## src/rtl/adam_divsqrt.sv

```systemverilog
// shared multicycle unsigned restoring divider and bitwise integer square root
`timescale 1ns / 1ps
module adam_divsqrt (
    input  logic        i_clk,
    input  logic        i_rst_n,
    input  logic        i_start,
    input  logic        i_is_sqrt,
    input  logic [79:0] i_num,
    input  logic [63:0] i_den,
    output logic        o_done,
    output logic [79:0] o_quo
);
    logic [79:0] r_q, n_q;
    logic [80:0] r_rem, n_rem;
    logic [81:0] r_x, n_x;
    logic [6:0]  r_cnt, n_cnt;
    logic        r_busy, n_busy, r_sqrt, n_sqrt, r_done, n_done;
    logic [63:0] r_den, n_den;
    logic [81:0] w_trial;
    logic [81:0] w_shr;
    // one quotient or root bit per cycle
    always_comb begin
        n_q = r_q; n_rem = r_rem; n_x = r_x; n_cnt = r_cnt; n_busy = r_busy;
        n_sqrt = r_sqrt; n_den = r_den; n_done = 1'b0;
        w_trial = '0; w_shr = '0;
        if (i_start) begin
            n_busy = 1'b1; n_sqrt = i_is_sqrt; n_den = i_den;
            n_q = i_num; n_rem = '0; n_x = '0;
            n_cnt = i_is_sqrt ? 7'd40 : 7'd80;
        end else if (r_busy) begin
            if (r_sqrt) begin
                // r_q holds radicand, two bits a step; r_x is remainder
                w_shr = {r_x[79:0], r_q[79:78]};
                w_trial = {r_rem[79:0], 2'b01};
                n_q = {r_q[77:0], 2'b00};
                if (w_shr >= w_trial) begin
                    n_x = w_shr - w_trial;
                    n_rem = {r_rem[79:0], 1'b1};
                end else begin
                    n_x = w_shr;
                    n_rem = {r_rem[79:0], 1'b0};
                end
            end else begin
                w_shr = {r_rem, r_q[79]};
                if (w_shr >= {18'd0, r_den}) begin
                    n_rem = 81'(w_shr - {18'd0, r_den});
                    n_q = {r_q[78:0], 1'b1};
                end else begin
                    n_rem = w_shr[80:0];
                    n_q = {r_q[78:0], 1'b0};
                end
            end
            n_cnt = r_cnt - 7'd1;
            if (r_cnt == 7'd1) begin
                n_busy = 1'b0; n_done = 1'b1;
            end
        end
    end
    always_ff @(posedge i_clk) begin
        if (!i_rst_n) begin
            r_busy <= 1'b0; r_done <= 1'b0; r_cnt <= '0;
        end else begin
            r_busy <= n_busy; r_done <= n_done; r_cnt <= n_cnt;
        end
        r_q <= n_q; r_rem <= n_rem; r_x <= n_x; r_sqrt <= n_sqrt; r_den <= n_den;
    end
    assign o_done = r_done;
    assign o_quo  = r_sqrt ? {1'b0, r_rem[78:0]} : r_q;
endmodule

```

## config.mk

```make
export PLATFORM = sky130hd
export DESIGN_NAME = adam_divsqrt
export DESIGN_NICKNAME = d
export VERILOG_FILES = /design/src/rtl/adam_divsqrt.sv
export SDC_FILE = /design/constraint.sdc
export NUM_CORES = 1
export LEC_CHECK = 0
export BUFFER_PORTS_ARGS = -buffer_cell sky130_fd_sc_hd__buf_2
export CORE_MARGIN = 2
export CORE_UTILIZATION = 35
export CTS_CLUSTER_DIAMETER = 100
export CTS_CLUSTER_SIZE = 28
export DETAILED_ROUTE_END_ITERATION = 12
export PLACE_DENSITY = 0.63
export SETUP_SLACK_MARGIN = 0.2
export SYNTH_ARGS = -nofsm -noshare
export SYNTH_HDL_FRONTEND = slang
export SYNTH_SLANG_ARGS = --single-unit
```

## constraint.sdc

```tcl
create_clock -name i_clk -period 8.85 [get_ports i_clk]
set_input_delay 0 -clock i_clk [delete_from_list [all_inputs] [get_ports i_clk]]
set_output_delay 0 -clock i_clk [all_outputs]
set_load 0.01 [all_outputs]
```

==> impl_summary.log, run 1 <==
[metrics] most instantiated library cell after synthesis: nand2_1
[metrics] register bit total from synthesis: 315
[metrics] Final nets: 3,413
[metrics] buffers from clock root to sink, at most: 3
[metrics] htree depth: 1
[metrics] Syn Inst Count: 2,861
[metrics] HPWL Detailed: 51,900 um
[metrics] Core Rows: 94
[metrics] RSZ-0062 raised after global routing: no
[metrics] register area: 7760 um2
[metrics] Post-CTS Setup Bufs: 0
[metrics] relative contribution of sequential cells to total power: 35.9%
[metrics] average footprint of a synthesized cell: 8.18 um2
[metrics] via density per instance: 5.44
[metrics] number of antenna violations at the first check in global routing: 3
[metrics] Worst-Margin Slew: 1030 ps
[metrics] Worst Path Arrival: 5380 ps
[metrics] multi-input logic area: 14,200 um2
[metrics] global-route wire length before repair: 113,000 um
[metrics] number of nets in the synthesized netlist: 3,158
[metrics] endpoints failing setup: 0
[metrics] Layout Cells excl Fill: 3,990
[metrics] result of the run: complete, no violations
[metrics] Yosys top cell by area: edfxtp_1
[metrics] Synth top area share: 18.6%
[metrics] prevailing post-synth register cell: dfxtp_1
[metrics] TritonCTS Sinks: 315
[metrics] synthesis-to-finish area growth: 16.3%
[metrics] path category of the worst min-delay check: input port to flip-flop
[metrics] portion of the clock cycle consumed by the worst path in the final layout: 55.5%
[metrics] post-route ant nets: 0
[metrics] share of total power in the clock network: 17.9%
[metrics] DP Cell Count: 3,803
[metrics] category of the worst setup path launch point: flip-flop
[metrics] endpoints failing hold: 0
[metrics] Setup Skew: 21.9 ps
[metrics] number of top-level pins: 229
[metrics] final weighted congestion of routability-driven global placement: 0.920
[metrics] top layer in use: met5
[metrics] clock-pin slew on the worst setup and hold paths: 120 ps
[metrics] via count of the routed design: 21,700
[metrics] routed wire length on met3: 3570 um
[metrics] Post-synth EDFFs: 145
[metrics] total leakage power: 11.8 nW
[metrics] detailed-route DRC error count: 0
[metrics] Core Box Area: 66,000 um2
[metrics] starting utilization of the core area: 35.5%
[metrics] part of the Yosys area used for sequential elements: 33.1%
[metrics] CTS buffer count: 16
[metrics] proportion of power drawn by combinational gates: 46.2%
[metrics] TritonCTS clock tree: yes
[metrics] largest cells by area after synthesis: edfxtp_1, dfxtp_1, ha_1
[metrics] number of violations of the max-capacitance limit: 0
[metrics] post-synthesis instance area: 23,400 um2
[metrics] number of global-route vias before repair: 20,800
[metrics] global-route congestion overflow total: 0
[metrics] number of distinct library cell variants in the gate-level netlist after synthesis: 82
[metrics] die area: 69,000 um2
[metrics] count of final max-slew check failures: 0
[metrics] share of cells above drive strength 1: 12.6%
[metrics] switching share of power: 40.9%
[metrics] yosys warns: 0
[metrics] number of port buffers: 228
[metrics] antenna diode count: 0
[metrics] maximum clock frequency: 203 MHz
[metrics] detailed-routing wirelength on met1: 33,100 um
[metrics] number of search-and-repair iterations in the first detailed-routing pass: 5
[metrics] maximum fanout along the worst path: 70
[metrics] category of the worst setup path capture point: flip-flop
[metrics] routed len/inst: 17.9 um
[metrics] Worst Path Required: 9310 ps
[metrics] PwrDens: 186 nW/um2
[metrics] leading post-synthesis cells by instance count: nand2_1, a21oi_1, nor2_1
[metrics] worst relative slew slack: 31.3%
[metrics] DRT Wirelength: 71,600 um
[metrics] pin count of the biggest net entering global routing: 93
[metrics] violation count after the first detailed-routing iteration: 1,785
[metrics] width of the die: 263 um
[metrics] detailed route wirelength on metal2: 33,300 um
[metrics] accumulated negative setup slack: 0 ps
[metrics] # fillers: 6,516
[metrics] minimum clock period: 4910 ps
[metrics] Die Span Y: 263 um
[metrics] largest voltage drop on the vdd net: 0.000161 V
[metrics] Setup CP Type: flip-flop to flip-flop
[metrics] share of async-settable or async-resettable flops after synthesis: 0%
[metrics] CTS Root Buffer Type: clkbuf_16
[metrics] worst skew pair latency: 560 ps
[metrics] Tot GR Track Use: 19.9%
[metrics] internal power: 3.00 mW
[metrics] power dissipated by switching net loads: 2.07 mW
area by class of cell:
| class | count | area share (%) |
|---|---|---|
| clock inverter | 7 | 0.234 |
| timing repair buffer | 406 | 10.6 |
| clock buffer | 21 | 1.65 |
| inverter | 210 | 2.90 |
| sequential | 315 | 28.5 |
| multi-input combinational | 2167 | 52.1 |
| tap | 864 | 3.97 |
cells in the final DEF (no fill, tap or decap), drive strengths merged, types with 5 or more instances in the layout:
cell type	n
o21ai	220
or4	9
ha	148
a21boi	12
o22ai	21
dlygate4sd3	159
inv	215
xnor2	110
a211oi	78
o21a	16
o211ai	14
mux2i	94
and3	5
nor2	262
nor3	74
nand2	286
mux2	78
nand4	55
dfxtp	170
o31a	6
o21bai	38
clkbuf	21
a31oi	23
nor2b	8
o31ai	17
o221ai	6
or3	11
a21o	82
edfxtp	145
nand2b	17
a32oi	9
xor2	45
buf	247
nand3	36
nor4	14
o211a	7
and2	11
a311oi	12
a221oi	9
a21oi	281
registers in the layout, summed over array words and instances, names as in the netlist:
signal  cells
r_busy      1
r_x        80
r_sqrt      1
r_cnt       7
r_q        80
r_rem      81
o_done      1
r_den      64
final timing paths:
kind,slack [ps],cells after the start,startpoint,end
setup / recovery,3940,15,r_q[79]$_DFFE_PP_,r_rem[51]$_SDFFE_PP0P_
hold / removal,150,2,i_den[17],r_den[17]$_DFFE_PP_
setup reg to reg,3940,15,r_q[79]$_DFFE_PP_,r_rem[51]$_SDFFE_PP0P_
hold reg to reg,480,2,r_rem[80]$_SDFFE_PP0P_,r_rem[80]$_SDFFE_PP0P_
through the flow:
| stage | utilization (%) | setup slack [ps] | cell area (um2) | total power [mW] | hold WS, ps |
|---|---|---|---|---|---|
| 6_report | 41.3 | 3940 | 27200 | 5.07 | 148 |
| 3_5_place_dp | 38.1 | 4000 | 25100 | 4.09 | 178 |
| 3_3_place_gp | 38.1 | 4050 | 25100 | 4.08 | 178 |
| 4_1_cts | 41.3 | 3980 | 27200 | 5.06 | 122 |
| 2_1_floorplan | - | 5080 | 23400 | 3.53 | 98.9 |
| 5_1_grt | 41.3 | 3590 | 27200 | 5.40 | 133 |
layer usage:
| metal | up-vias | GRT usage [%] |
|---|---|---|
| met5 | - | 0 |
| met2 | 567 | 33.7 |
| met4 | 2 | 4.99 |
| li1 | 10800 | - |
| met3 | 90 | 2.23 |
| met1 | 10200 | 26.9 |
worst max-delay path, stage by stage, from the launching register on:
cell,delay (ps)
edfxtp_1,430
inv_1,170
ha_1,190
inv_1,50
fa_1,400
a21o_1,240
a221o_1,380
a32oi_1,250
a31oi_1,240
o31a_1,390
a41oi_2,440
nand2_4,210
nand2b_4,280
buf_4,610
a21oi_1,150
a221oi_1,270
power by group through the flow:
| stage | registers, mW | clock network [mW] | logic, mW |
|---|---|---|---|
| 2_1_floorplan | 1.79 | 0 | 1.74 |
| 3_3_place_gp | 1.85 | 0 | 2.24 |
| 3_5_place_dp | 1.85 | 0 | 2.24 |
| 4_1_cts | 1.82 | 0.932 | 2.31 |
| 5_1_grt | 1.84 | 0.977 | 2.59 |
| 6_report | 1.82 | 0.910 | 2.34 |
cell families (layout without fill, tap and decap cells):
kind of cell    Yosys count  after routing  synth area share, %
compound gates          885            885                 23.5
xor+xnor                155            155                 5.80
fa+ha+maj               149            149                 8.00
buf+inv                 379            644                 6.27
flops                   315            315                 33.1
mux                     172            172                 7.77
simple gates            806            806                 15.5
timing repair:
action | in CTS | in global routing
gates resized for setup | 0 | 0
endpoints found under the hold margin | 180 | 0
setup endpoints to repair | 0 | 0
hold buffers | 159 | 0
No activity file was read; power rests on OpenSTA's default activity.
==> run 2: changes to the inputs <==
PLACE_DENSITY = 0.65   (was 0.63)
clock period = 4.1 ns   (was 8.85 ns; I/O delays follow)
==> run 2 against run 1 <==
  * Sequential power is 110% higher
  * Combinational power is 140% higher
  * Via count is 3.3% higher
  * Clock power is 120% higher
  * Flip-flop and latch count stayed put
  * Sequential share of layout area is 1.3 points lower
  * First-iteration DRC count is 9.0% higher
  * Final area is 4.9% higher
  * Largest power group unchanged
==> impl_summary.log, run 2 (same netlist as run 1, synthesis figures left out) <==
[metrics] share of total power in the clock network: 17.1% (was 17.9%)
[metrics] result of the run: complete, no violations (unchanged)
[metrics] cell family with most CP delay: compound AO/OA/AOI/OAI gates (unchanged)
[metrics] number of global-route vias before repair: 21,200 (was 20,800)
[metrics] commonest cells after routing, fill and taps aside: nand2_1, a21oi_1, nor2_1 (unchanged)
[metrics] post-route ant nets: 0 (unchanged)
[metrics] starting utilization of the core area: 35.5% (unchanged)
[metrics] PwrDens: 404 nW/um2 (was 186 nW/um2)
[metrics] logic depth of the worst register-to-register path: 16 (was 15)
[metrics] category of the worst setup path launch point: flip-flop (unchanged)
[metrics] count of final max-slew check failures: 0 (unchanged)
[metrics] worst skew pair latency: 560 ps (about the same)
[metrics] number of port buffers: 228 (unchanged)
[metrics] final weighted congestion of routability-driven global placement: 0.935 (was 0.920)
[metrics] width of the die: 263 um (unchanged)
[metrics] worst min-delay path endpoint: r_den[11]$_DFFE_PP_ (was r_den[17]$_DFFE_PP_)
[metrics] total leakage power: 12.5 nW (was 11.8 nW)
[metrics] Worst Path Arrival: 4260 ps (was 5380 ps)
[metrics] category of the worst setup path capture point: flip-flop (unchanged)
[metrics] largest voltage drop on the vdd net: 0.000326 V (was 0.000161 V)
[metrics] maximum clock frequency: 261 MHz (was 203 MHz)
[metrics] synthesis-to-finish area growth: 22.0% (was 16.3%)
[metrics] maximum fanout along the worst path: 3 (was 70)
[metrics] DP Cell Count: 3,907 (was 3,803)
[metrics] number of search-and-repair iterations in the first detailed-routing pass: 6 (was 5)
[metrics] biggest regs: r_rem (81), r_q (80), r_x (80) (unchanged)
[metrics] CTS Root Buffer Type: clkbuf_16 (unchanged)
[metrics] via density per instance: 5.45 (was 5.44)
[metrics] CTS buffer count: 16 (unchanged)
[metrics] setup ws final: 272 ps (was 3940 ps)
[metrics] routed len/inst: 18.1 um (was 17.9 um)
[metrics] Top cell by count, worst path: o31a_1 (was inv_1)
[metrics] htree depth: 1 (unchanged)
[metrics] buffers from clock root to sink, at most: 3 (unchanged)
[metrics] Final nets: 3,530 (was 3,413)
[metrics] post-route cell area: 28,600 um2 (was 27,200 um2)
[metrics] flip-flop count of the largest register, all copies and words added: 81 (unchanged)
[metrics] Setup Skew: 28.1 ps (was 21.9 ps)
[metrics] Die Span Y: 263 um (unchanged)
[metrics] clock-pin slew on the worst setup and hold paths: 120 ps (about the same)
[metrics] antenna diode count: 0 (unchanged)
[metrics] detailed-routing wirelength on met1: 33,600 um (was 33,100 um)
[metrics] startpoint of the lowest-slack register-to-register path: r_q[79]$_DFFE_PP_ (unchanged)
[metrics] global-route wire length before repair: 116,000 um (was 113,000 um)
[metrics] violation count after the first detailed-routing iteration: 1,945 (was 1,785)
[metrics] Buf+Inv Stages, Crit Path: 2 (was 3)
[metrics] RSZ-0062 raised after global routing: yes (was no)
[metrics] share of cells above drive strength 1: 17.7% (was 12.6%)
[metrics] pin count of the biggest net entering global routing: 212 (was 93)
[metrics] Worst-Margin Slew: 1170 ps (was 1030 ps)
[metrics] endpoints failing setup: 0 (unchanged)
[metrics] Core Rows: 94 (unchanged)
[metrics] Worst R2R End: r_rem[78]$_SDFFE_PP0P_ (was r_rem[51]$_SDFFE_PP0P_)
[metrics] maximum single-stage delay on the critical path: 420 ps (was 610 ps)
[metrics] number of antenna violations at the first check in global routing: 1 (was 3)
[metrics] portion of the clock cycle consumed by the worst path in the final layout: 93.4% (was 55.5%)
[metrics] HPWL Detailed: 54,300 um (was 51,900 um)
[metrics] DRT Wirelength: 74,400 um (was 71,600 um)
[metrics] Worst Path Required: 4530 ps (was 9310 ps)
[metrics] via count of the routed design: 22,400 (was 21,700)
[metrics] internal power: 6.83 mW (was 3.00 mW)
[metrics] number of violations of the max-capacitance limit: 0 (unchanged)
[metrics] Placement Setup Slack: -74.6 ps (was 4000 ps)
[metrics] TritonCTS clock tree: yes (unchanged)
[metrics] crit-path cells: inv_2 -> ha_4 -> inv_2 -> fa_2 -> a21o_1 -> a221o_1 -> a32oi_2 -> a31oi_4 -> o31a_1 -> nor2_2 -> o21a_1 -> o31a_1 -> o31a_1 -> o311ai_2 -> xnor2_1 -> a211oi_2 (was inv_1 -> ha_1 -> inv_1 -> fa_1 -> a21o_1 -> a221o_1 -> a32oi_1 -> a31oi_1 -> o31a_1 -> a41oi_2 -> nand2_4 -> nand2b_4 -> buf_4 -> a21oi_1 -> a221oi_1)
[metrics] cell depth of the worst hold path: 2 (unchanged)
[metrics] most common cell after layout, fill and taps aside: nand2_1 (unchanged)
[metrics] global-route congestion overflow total: 0 (unchanged)
[metrics] flop2flop setup slack: 270 ps (was 3940 ps)
[metrics] worst relative slew slack: 21.8% (was 31.3%)
[metrics] Tot GR Track Use: 20.6% (was 19.9%)
[metrics] power dissipated by switching net loads: 4.71 mW (was 2.07 mW)
[metrics] Core Box Area: 66,000 um2 (unchanged)
[metrics] detailed route wirelength on metal2: 33,900 um (was 33,300 um)
[metrics] master of the slowest instance on the critical path: edfxtp_1 (was buf_4)
[metrics] die area: 69,000 um2 (unchanged)
[metrics] routed wire length on met3: 4780 um (was 3570 um)
[metrics] switching share of power: 40.8% (was 40.9%)
[metrics] utilization of the core after routing: 43.3% (was 41.3%)
[metrics] # fillers: 6,410 (was 6,516)
[metrics] TritonCTS Sinks: 315 (unchanged)
[metrics] Worst Hold Launch: i_den[11] (was i_den[17])
[metrics] Largest Register: r_rem (unchanged)
[metrics] minimum clock period: 3830 ps (was 4910 ps)
[metrics] proportion of power drawn by combinational gates: 49.2% (was 46.2%)
[metrics] relative contribution of sequential cells to total power: 33.6% (was 35.9%)
[metrics] detailed-route DRC error count: 0 (unchanged)
[metrics] top layer in use: met4 (was met5)
[metrics] number of top-level pins: 229 (unchanged)
[metrics] endpoints failing hold: 0 (unchanged)
[metrics] Layout Cells excl Fill: 4,107 (was 3,990)
[metrics] accumulated negative setup slack: 0 ps (unchanged)
[metrics] path category of the worst min-delay check: input port to flip-flop (unchanged)
[metrics] Setup CP Type: flip-flop to flip-flop (unchanged)
[metrics] Placed Instance Area: 26,000 um2 (was 25,100 um2)
-- run 2: worst max path at each step --
stage                                  from                endpoint  slack [ps]  depth (start not counted)
after floorplan           r_q[79]$_DFFE_PP_  r_rem[38]$_SDFFE_PP0P_         330                         17
after global placement    r_q[79]$_DFFE_PP_  r_rem[76]$_SDFFE_PP0P_          20                         17
after detailed placement  r_q[79]$_DFFE_PP_  r_rem[76]$_SDFFE_PP0P_         -70                         17
after CTS                 r_q[79]$_DFFE_PP_  r_rem[78]$_SDFFE_PP0P_         180                         16
after global routing      r_q[79]$_DFFE_PP_  r_rem[78]$_SDFFE_PP0P_         150                         16
final                     r_q[79]$_DFFE_PP_  r_rem[78]$_SDFFE_PP0P_         270                         16
-- run 2: cell type report --
class                   instances  area (um2)  area share [%]
well taps                     864        1080            3.79
clock inverters                 5        66.3           0.232
repair buffers                523        3900            13.6
flip-flops and latches        315        7760            27.2
inverters                     210         791            2.77
clock buffers                  23         448            1.57
multi-input cells            2167       14500            50.8
-- run 2: what timing repair did --
action | 4_1_cts | 5_1_grt
hold buffers | 147 | 0
hold endpoints to repair | 156 | 0
cloned | 1 | 1
endpoints found under the setup margin | 75 | 123
pin swaps | 12 | 17
resized for setup | 18 | 53
buffers inserted | 9 | 14
-- run 2: metrics by stage --
step / power, mW / hold slack, ps
global route: 12.3 / 140
global placement: 9.14 / 177
detailed placement: 9.16 / 178
finish: 11.5 / 143
floorplan: 7.62 / 98.9
CTS: 11.3 / 126
-- run 2: worst register-to-register path, stage by stage, from the launching register on --
cell and delay [ps]:
edfxtp_1 420, inv_2 100, ha_4 140, inv_2 30, fa_2 330, a21o_1 200
a221o_1 350, a32oi_2 290, a31oi_4 160, o31a_1 430, nor2_2 140, o21a_1 190
o31a_1 220, o31a_1 240, o311ai_2 110, xnor2_1 260, a211oi_2 100
-- run 2: metal layers --
metal,up-vias,GRT usage [%]
li1,11000,-
met1,10500,28.2
met2,736,33.3
met3,119,3.05
met4,0,6.71
met5,-,0
-- run 2: power by group through the flow --
stage / clock network (mW) / registers [mW] / logic [mW]
after global placement: 0 / 3.93 / 5.20
after global routing: 2.12 / 3.92 / 6.22
after detailed placement: 0 / 3.94 / 5.22
after floorplan: 0 / 3.86 / 3.76
final: 1.98 / 3.88 / 5.68
after CTS: 2.02 / 3.87 / 5.40
